File: src/tbm_pkg.sv
`timescale 1ns / 1ps
package tbm_pkg;
   localparam int SLOT_COUNT_DEFAULT = 16;
   localparam int RESULT_LIMIT = 16;
   localparam logic [3:0] CMD_TICK = 4'd0;
   localparam logic [3:0] CMD_CREATE = 4'd1;
   localparam logic [3:0] CMD_DELETE = 4'd2;
   localparam logic [3:0] CMD_START = 4'd3;
   localparam logic [3:0] CMD_STOP = 4'd4;
   localparam logic [3:0] CMD_RESET = 4'd5;
   localparam logic [3:0] CMD_SETPER = 4'd6;
   localparam logic [3:0] CMD_QUERY = 4'd7;
   localparam logic [3:0] CMD_STATS = 4'd8;
   localparam logic [1:0] ST_OK = 2'd0;
   localparam logic [1:0] ST_INVALID = 2'd1;
   localparam logic [1:0] ST_FULL = 2'd2;
endpackage

File: src/timer_bank_manager.sv
`timescale 1ns / 1ps
// one slot visited per cycle by the shared decrement/compare unit, except that a tick pauses
// the scan in S_EMIT for each expiry after the first, and a waiting word stays in S_EMIT,
// S_ACT or S_OUT for as long as rsp_stall holds it
// a new command is taken only in S_IDLE, after the final word of the previous one is loaded
// reset: synchronous active high; all slots free, next handle 1, counters zero
module timer_bank_manager #(
   parameter int SLOT_COUNT = tbm_pkg::SLOT_COUNT_DEFAULT
) (
   input  logic        clock,
   input  logic        reset,
   input  logic        req_valid,
   output logic        req_stall,
   input  logic [3:0]  req_cmd,
   input  logic [31:0] req_timer_id,
   input  logic [31:0] req_period,
   input  logic        req_periodic,
   output logic        rsp_valid,
   input  logic        rsp_stall,
   output logic [1:0]  rsp_status,
   output logic [31:0] rsp_handle_out,
   output logic [31:0] rsp_remaining,
   output logic        rsp_active,
   output logic        rsp_expired,
   output logic [6:0]  rsp_live_count,
   output logic [6:0]  rsp_running_count,
   output logic [6:0]  rsp_stopped_count,
   output logic [31:0] rsp_fired_total,
   output logic        rsp_last
);
   localparam int IW = (SLOT_COUNT > 1) ? $clog2(SLOT_COUNT) : 1;
   localparam int CW = $clog2(SLOT_COUNT + 1);
   localparam logic [2:0] S_IDLE = 3'd0, S_SCAN = 3'd1, S_EMIT = 3'd2, S_ACT = 3'd3,
      S_OUT = 3'd4;

   logic [31:0] hnd_ff [SLOT_COUNT];
   logic [31:0] per_ff [SLOT_COUNT];
   logic [31:0] rem_ff [SLOT_COUNT];
   logic [SLOT_COUNT-1:0] run_ff, pmd_ff;

   logic [2:0] state_ff;
   logic [IW-1:0] idx_ff;
   logic [3:0] cmd_ff;
   logic [31:0] id_ff, pin_ff;
   logic pm_ff;
   logic found_ff, free_ff;
   logic [IW-1:0] fidx_ff, fridx_ff;
   logic [CW-1:0] alloc_ff, runc_ff, stpc_ff;
   logic [31:0] next_id_ff, fire_ff;
   logic [4:0] nrep_ff;
   logic pend_ff;
   logic [31:0] pend_h_ff;

   logic [31:0] h_cur, r_cur, r_dec;
   logic at_end, fire_now, rep_now, rsp_load;
   assign h_cur = hnd_ff[idx_ff];
   assign r_cur = rem_ff[idx_ff];
   assign r_dec = (r_cur != 32'd0) ? r_cur - 32'd1 : 32'd0;
   assign at_end = (idx_ff == IW'(SLOT_COUNT - 1));
   assign fire_now = (cmd_ff == tbm_pkg::CMD_TICK) && h_cur != 32'd0 && run_ff[idx_ff]
      && r_dec == 32'd0;
   assign rep_now = fire_now && nrep_ff < 5'(tbm_pkg::RESULT_LIMIT);
   assign rsp_load = (state_ff == S_EMIT || state_ff == S_ACT || state_ff == S_OUT)
      && (!rsp_valid || !rsp_stall);

   assign req_stall = (state_ff != S_IDLE);

   logic [31:0] nid_inc;
   assign nid_inc = (next_id_ff + 32'd1 == 32'd0) ? 32'd1 : next_id_ff + 32'd1;

   // command outcome once the scan is done
   logic [1:0] act_status;
   logic [31:0] act_handle, act_remaining;
   logic act_active;
   always_comb begin
      act_status = tbm_pkg::ST_OK;
      act_handle = 32'd0;
      act_remaining = 32'd0;
      act_active = 1'b0;
      case (cmd_ff)
         tbm_pkg::CMD_CREATE: begin
            if (alloc_ff >= CW'(SLOT_COUNT) || !free_ff) act_status = tbm_pkg::ST_FULL;
            else if (pin_ff == 32'd0) act_status = tbm_pkg::ST_INVALID;
            else act_handle = next_id_ff;
         end
         tbm_pkg::CMD_DELETE, tbm_pkg::CMD_START, tbm_pkg::CMD_STOP,
         tbm_pkg::CMD_RESET: begin
            if (!found_ff) act_status = tbm_pkg::ST_INVALID;
         end
         tbm_pkg::CMD_SETPER: begin
            if (!found_ff || pin_ff == 32'd0) act_status = tbm_pkg::ST_INVALID;
         end
         tbm_pkg::CMD_QUERY: begin
            if (!found_ff) act_status = tbm_pkg::ST_INVALID;
            else begin
               act_remaining = rem_ff[fidx_ff];
               act_active = run_ff[fidx_ff];
            end
         end
         tbm_pkg::CMD_STATS: act_status = tbm_pkg::ST_OK;
         default: act_status = tbm_pkg::ST_INVALID;
      endcase
   end

   always_ff @(posedge clock) begin
      if (reset) begin
         state_ff <= S_IDLE;
         run_ff <= '0;
         pmd_ff <= '0;
         for (int i = 0; i < SLOT_COUNT; i++) begin
            hnd_ff[i] <= 32'd0;
            per_ff[i] <= 32'd0;
            rem_ff[i] <= 32'd0;
         end
         alloc_ff <= '0;
         next_id_ff <= 32'd1;
         fire_ff <= 32'd0;
         rsp_valid <= 1'b0;
         pend_ff <= 1'b0;
      end else begin
         if (rsp_valid && !rsp_stall && !rsp_load) rsp_valid <= 1'b0;
         case (state_ff)
            S_IDLE: begin
               if (req_valid) begin
                  cmd_ff <= req_cmd;
                  id_ff <= req_timer_id;
                  pin_ff <= req_period;
                  pm_ff <= req_periodic;
                  idx_ff <= '0;
                  found_ff <= 1'b0;
                  free_ff <= 1'b0;
                  runc_ff <= '0;
                  stpc_ff <= '0;
                  nrep_ff <= '0;
                  state_ff <= S_SCAN;
               end
            end
            S_SCAN: begin
               if (cmd_ff == tbm_pkg::CMD_TICK) begin
                  if (h_cur != 32'd0 && run_ff[idx_ff]) begin
                     if (r_dec == 32'd0) begin
                        fire_ff <= fire_ff + 32'd1;
                        if (pmd_ff[idx_ff]) rem_ff[idx_ff] <= per_ff[idx_ff];
                        else begin
                           rem_ff[idx_ff] <= 32'd0;
                           run_ff[idx_ff] <= 1'b0;
                        end
                     end else rem_ff[idx_ff] <= r_dec;
                  end
                  if (rep_now) begin
                     nrep_ff <= nrep_ff + 5'd1;
                     pend_ff <= 1'b1;
                     if (!pend_ff) pend_h_ff <= h_cur;
                  end
                  if (rep_now && pend_ff) state_ff <= S_EMIT;
                  else if (at_end) state_ff <= S_OUT;
                  else idx_ff <= idx_ff + IW'(1);
               end else begin
                  if (id_ff != 32'd0 && h_cur == id_ff && !found_ff) begin
                     found_ff <= 1'b1;
                     fidx_ff <= idx_ff;
                  end
                  if (h_cur == 32'd0 && !free_ff) begin
                     free_ff <= 1'b1;
                     fridx_ff <= idx_ff;
                  end
                  if (h_cur != 32'd0) begin
                     if (run_ff[idx_ff]) runc_ff <= runc_ff + CW'(1);
                     else stpc_ff <= stpc_ff + CW'(1);
                  end
                  if (at_end) state_ff <= S_ACT;
                  else idx_ff <= idx_ff + IW'(1);
               end
            end
            S_EMIT: begin
               // older pending word goes out, current slot's handle becomes pending
               if (rsp_load) begin
                  rsp_valid <= 1'b1;
                  rsp_status <= tbm_pkg::ST_OK;
                  rsp_handle_out <= pend_h_ff;
                  rsp_remaining <= 32'd0;
                  rsp_active <= 1'b0;
                  rsp_expired <= 1'b1;
                  rsp_live_count <= 7'd0;
                  rsp_running_count <= 7'd0;
                  rsp_stopped_count <= 7'd0;
                  rsp_fired_total <= 32'd0;
                  rsp_last <= 1'b0;
                  pend_h_ff <= hnd_ff[idx_ff];
                  if (at_end) state_ff <= S_OUT;
                  else begin
                     idx_ff <= idx_ff + IW'(1);
                     state_ff <= S_SCAN;
                  end
               end
            end
            S_ACT: begin
               if (rsp_load) begin
                  rsp_valid <= 1'b1;
                  rsp_status <= act_status;
                  rsp_handle_out <= act_handle;
                  rsp_remaining <= act_remaining;
                  rsp_active <= act_active;
                  rsp_expired <= 1'b0;
                  rsp_live_count <= (cmd_ff == tbm_pkg::CMD_STATS) ? 7'(alloc_ff) : 7'd0;
                  rsp_running_count <= (cmd_ff == tbm_pkg::CMD_STATS) ? 7'(runc_ff) : 7'd0;
                  rsp_stopped_count <= (cmd_ff == tbm_pkg::CMD_STATS) ? 7'(stpc_ff) : 7'd0;
                  rsp_fired_total <= (cmd_ff == tbm_pkg::CMD_STATS) ? fire_ff : 32'd0;
                  rsp_last <= 1'b1;
                  if (act_status == tbm_pkg::ST_OK) begin
                     case (cmd_ff)
                        tbm_pkg::CMD_CREATE: begin
                           hnd_ff[fridx_ff] <= next_id_ff;
                           per_ff[fridx_ff] <= pin_ff;
                           rem_ff[fridx_ff] <= pin_ff;
                           run_ff[fridx_ff] <= 1'b0;
                           pmd_ff[fridx_ff] <= pm_ff;
                           alloc_ff <= alloc_ff + CW'(1);
                           next_id_ff <= nid_inc;
                        end
                        tbm_pkg::CMD_DELETE: begin
                           hnd_ff[fidx_ff] <= 32'd0;
                           per_ff[fidx_ff] <= 32'd0;
                           rem_ff[fidx_ff] <= 32'd0;
                           run_ff[fidx_ff] <= 1'b0;
                           pmd_ff[fidx_ff] <= 1'b0;
                           if (alloc_ff != '0) alloc_ff <= alloc_ff - CW'(1);
                        end
                        tbm_pkg::CMD_START: begin
                           if (!run_ff[fidx_ff]) begin
                              run_ff[fidx_ff] <= 1'b1;
                              rem_ff[fidx_ff] <= per_ff[fidx_ff];
                           end
                        end
                        tbm_pkg::CMD_STOP: run_ff[fidx_ff] <= 1'b0;
                        tbm_pkg::CMD_RESET: begin
                           rem_ff[fidx_ff] <= per_ff[fidx_ff];
                           run_ff[fidx_ff] <= 1'b1;
                        end
                        tbm_pkg::CMD_SETPER: begin
                           per_ff[fidx_ff] <= pin_ff;
                           if (run_ff[fidx_ff]) rem_ff[fidx_ff] <= pin_ff;
                        end
                        default: ;
                     endcase
                  end
                  state_ff <= S_IDLE;
               end
            end
            S_OUT: begin
               // final word of a tick
               if (rsp_load) begin
                  rsp_valid <= 1'b1;
                  rsp_status <= tbm_pkg::ST_OK;
                  rsp_handle_out <= pend_ff ? pend_h_ff : 32'd0;
                  rsp_remaining <= 32'd0;
                  rsp_active <= 1'b0;
                  rsp_expired <= pend_ff;
                  rsp_live_count <= 7'd0;
                  rsp_running_count <= 7'd0;
                  rsp_stopped_count <= 7'd0;
                  rsp_fired_total <= 32'd0;
                  rsp_last <= 1'b1;
                  pend_ff <= 1'b0;
                  state_ff <= S_IDLE;
               end
            end
            default: state_ff <= S_IDLE;
         endcase
      end
   end
endmodule

File: config.mk
export PLATFORM = sky130hd
export DESIGN_NAME = timer_bank_manager
export DESIGN_NICKNAME = d
export VERILOG_FILES = /design/src/tbm_pkg.sv /design/src/timer_bank_manager.sv
export SDC_FILE = /design/constraint.sdc
export NUM_CORES = 2
export LEC_CHECK = 0
export BUFFER_PORTS_ARGS = -buffer_cell sky130_fd_sc_hd__buf_4
export CAP_MARGIN = 10
export CORE_MARGIN = 2
export CORE_UTILIZATION = 45
export CTS_BUF_LIST = sky130_fd_sc_hd__clkbuf_2 sky130_fd_sc_hd__clkbuf_4 sky130_fd_sc_hd__clkbuf_8
export CTS_CLUSTER_DIAMETER = 80
export DETAILED_ROUTE_END_ITERATION = 6
export PLACE_DENSITY = 0.7
export REMOVE_ABC_BUFFERS = 1
export SYNTH_ARGS = -nofsm -noshare
export SYNTH_HDL_FRONTEND = slang
export SYNTH_SLANG_ARGS = --single-unit
File: constraint.sdc
create_clock -name clock -period 11.1 [get_ports clock]
set_input_delay 0.555 -clock clock [delete_from_list [all_inputs] [get_ports clock]]
set_output_delay 0.555 -clock clock [all_outputs]
set_load 0.02 [all_outputs]
==> impl_metrics.tcl <==
set metrics [dict create \
    status "complete, no violations" \
    cts_made_buffers 331 \
    synth-seq-area-share 0.6026 \
    htreeDepth 5 \
    p_total_mw 19.79 \
    ff2ff_setup_slack_ps 3230 \
    ys.flop_type "edfxtp_1" \
    initial_core_util 0.4526 \
    clk_pin_slew_worst_paths_ps 60 \
    gr-total-overflow 0 \
    drc_errors 0 \
    tightestPinTransition_ps 1318 \
    syn_inst 6678 \
    die_w_microns 457.6 \
    nFillCells 16800 \
    via_per_inst 6.478 \
    worst_r2r_endpoint "rem_ff[6][22]$_SDFFCE_PN0P_" \
    post-route-util 0.5074 \
    die-area_sq_um 209400 \
    cp_common_cell "nand4_1" \
    min_path_cells 3 \
    drt_wl_total_mm 292.0 \
    cpMaxStageDelayCell "a2111oi_0" \
    ant_nets 0 \
    design.final.nets 6931 \
    pwr_density_cell_nw_per_um2 190.6 \
    synth_area_sq_um 92590 \
    slowest_delay_ps 1140 \
    cts_root_buffer "clkbuf_8" \
    drtIter0Drc 9825 \
    synth_top_family_by_area "multiplexers" \
    async_reset_ff_frac 0 \
    grt_use_total 0.2754 \
    first_pass_iters 6 \
    hp-start "req_valid" \
    synth_top_area_frac 0.5780 \
    synth.avg_cell_area_sq_um 13.86 \
    synth_edf_count 1782 \
    synth_cell_types 87 \
    die_y_microns 457.6 \
    synthMuxAreaShare 0.1921 \
    relSlewSlack 0.09853 \
    numPortBuffers 190 \
    synth_fa_ha_area_frac 0.001973 \
    critPathArrivalTime_ps 8640 \
    core-area_sq_um 204600 \
    synthToLayoutAreaGrowth_pct 12.13 \
    critPathLaunchType "flip-flop" \
    synth-compound-area-share 0.04242 \
    dp_hpwl_mm 177.8 \
    vdd_drop_max_mv 0.1625 \
    rsz0062_at_grt "no" \
    power_leakage_nw 34.55 \
    grt_pass1_vias 62650 \
    finalSetupTns_ps 0 \
    clock_latency_ps 1110 \
    hold_viol_final 0 \
    finalSetupViolCount 0 \
    ys_warn_count 0 \
    cts_max_path_buffers 4 \
    setup_ws_ps 3233 \
    min_period_ps 7867 \
    ios 197 \
    cp.required_ps 11870 \
    grt_pass1_wl_mm 423.3 \
    fin_worst_skew_ps 84.10 \
    place_ws_ps 3280 \
    cp_cell_sequence "buf_12, mux4_2, nand2_1, nand4_1, inv_1, ha_1, inv_1, nor2_1, a22oi_1, o41ai_1, o21ai_0, nor4b_1, nand4_1, a2111oi_0, nand4_1, o21ai_0, o221ai_2, a21oi_2, nor2_1" \
    drive_gt1_frac 0.2519 \
    timing.fmax_mhz 127.1 \
    yosys.area_share.simple 0.1236 \
    worst-path-max-fanout 63 \
    slew_violations 0 \
    worst-r2r-cell-count 19 \
    critPathCaptureType "flip-flop" \
    hold_path_end "nrep_ff[4]$_SDFFCE_PN0P_" \
    yosys.area.top_type "edfxtp_1" \
    row_count 166 \
    critPathKind "flip-flop to flip-flop" \
    antenna_found_initial 14 \
    wl_per_cell_microns 29.89 \
    min-delay-path-class "primary input to flip-flop" \
    grt_max_degree 116 \
    vias 63290 \
    synth-xor-area-share 0.009176 \
    min_period_over_period 0.7088 \
    critPathBufInv 3 \
    cap_violations 0 \
    whs_ps 106.5 \
    ys_seq_elements 1896 \
    critical_path.top_delay_family "compound AO/OA/AOI/OAI gates" \
    gp_congestion 0.9489 \
    synth.area.top_cells "edfxtp_1, mux4_2, nor2_1, dfxtp_1, clkbuf_1" \
    cts_tree "built" \
    cts_num_sinks 1896 \
]
## cells in the final DEF, fill, tap and decap left out, types with 54 or more instances in the layout
cell              n
a21oi_1         116
and2_1           67
buf_4           340
clkbuf_4         98
clkbuf_8        343
clkinv_1         74
dfxtp_1         106
dlygate4sd3_1    71
edfxtp_1       1782
mux4_2          764
nand2_1         257
nand2_2          64
nand3_1          54
nor2_1         1725
nor2b_1          74
nor4_1           54
o21ai_0         103
xnor2_1          68
## worst max path at each step
| stage | startpoint | end | slack (ps) | cells past startpoint |
|---|---|---|---|---|
| CTS | flip-flop | rem_ff[1][18]$_SDFFCE_PN0P_ | 3290 | 15 |
| global placement | flip-flop | rem_ff[3][22]$_SDFFCE_PN0P_ | 3420 | 19 |
| detailed placement | flip-flop | rem_ff[1][18]$_SDFFCE_PN0P_ | 3280 | 15 |
| global route | flip-flop | rem_ff[5][20]$_SDFFCE_PN0P_ | 2710 | 15 |
| finish | flip-flop | rem_ff[6][22]$_SDFFCE_PN0P_ | 3230 | 19 |
| floorplan | flip-flop | pend_h_ff[0]$_DFFE_PP_ | -11940 | 16 |
## through the flow
stage / cells / cell area [sq um]
2_1_floorplan: 6094 / 90190
3_3_place_gp: 9127 / 96820
3_5_place_dp: 9127 / 96820
4_1_cts: 9760 / 103800
5_1_grt: 9764 / 103800
6_report: 9770 / 103800
## routing by layer
layer / vias to the layer above / part of all wire / track usage
met3: 887 / 0.13 / 0.07027
met4: 10 / 0.049 / 0.1272
met1: 31750 / 0.35 / 0.3585
li1: 25630 / - / -
met2: 5009 / 0.47 / 0.4353
met5: - / 0.00025 / 0
## state kept, by name, indices dropped and copies added (netlist names), 16 cells and up, named ones only
signal and cells:
per_ff 512, next_id_ff 32, id_ff 32, rsp_handle_out 32, rsp_fired_total 32, pend_h_ff 32
hnd_ff 512, run_ff 16, rem_ff 512, pmd_ff 16, rsp_remaining 32, fire_ff 32
pin_ff 32
## what timing repair did
| action | in CTS | in global routing |
|---|---|---|
| hold endpoints to repair | 104 | 0 |
| hold buffers | 71 | 0 |
| setup buffers | 0 | 0 |
| resized for setup | 0 | 0 |
## cell families after synthesis
group           Yosys count
compound gates          578
xor+xnor                 97
fa+ha+maj                14
buf+inv                 638
flops                  1896
mux                     821
other cells               1
simple gates           2633
## worst register-to-register path, stage by stage (launching register included)
cell       delay, ps
dfxtp_4          810
buf_12           500
mux4_2           650
nand2_1           90
nand4_1          450
inv_1            300
ha_1             260
inv_1            100
nor2_1            90
a22oi_1          270
o41ai_1          330
o21ai_0          240
nor4b_1          330
nand4_1          140
a2111oi_0       1140
nand4_1          470
o21ai_0          340
o221ai_2         130
a21oi_2          820
nor2_1           120
## cell type report
class	instances	area, sq um	share of cell area
Sequential cell	1896	55820	0.5377
Multi-Input combinational cell	4149	34800	0.3352
Clock buffer	440	5449	0.05249
Timing Repair Buffer	417	3371	0.03247
Tap cell	2688	3363	0.03240
Clock inverter	122	802.0	0.007725
Inverter	49	187.7	0.001808
Antenna cell	9	22.52	0.0002169
## cells in the mapped netlist, types with 29 or more instances
library cell,instances
edfxtp_1,1782
nor2_1,1731
mux4_2,764
clkbuf_1,438
nand2_1,322
a21oi_1,127
dfxtp_1,114
o21ai_0,104
nor2b_1,76
xnor2_1,68
and2_1,67
buf_2,66
buf_1,57
nand3_1,55
nor4_1,55
and3_1,54
nor3_1,51
nand4_1,50
inv_1,49
mux2i_1,47
a211oi_1,45
a22oi_1,44
a22o_1,42
nand2b_1,37
o21a_1,35
and3b_1,33
or3_1,30
xor2_1,29
## report_power, final
part	switching [mW]	internal [mW]
clock	2.87	3.40
sequential	0.274	8.21
combinational	3.17	1.86
total	6.31	13.5
Power figures use the tool's default switching activity.
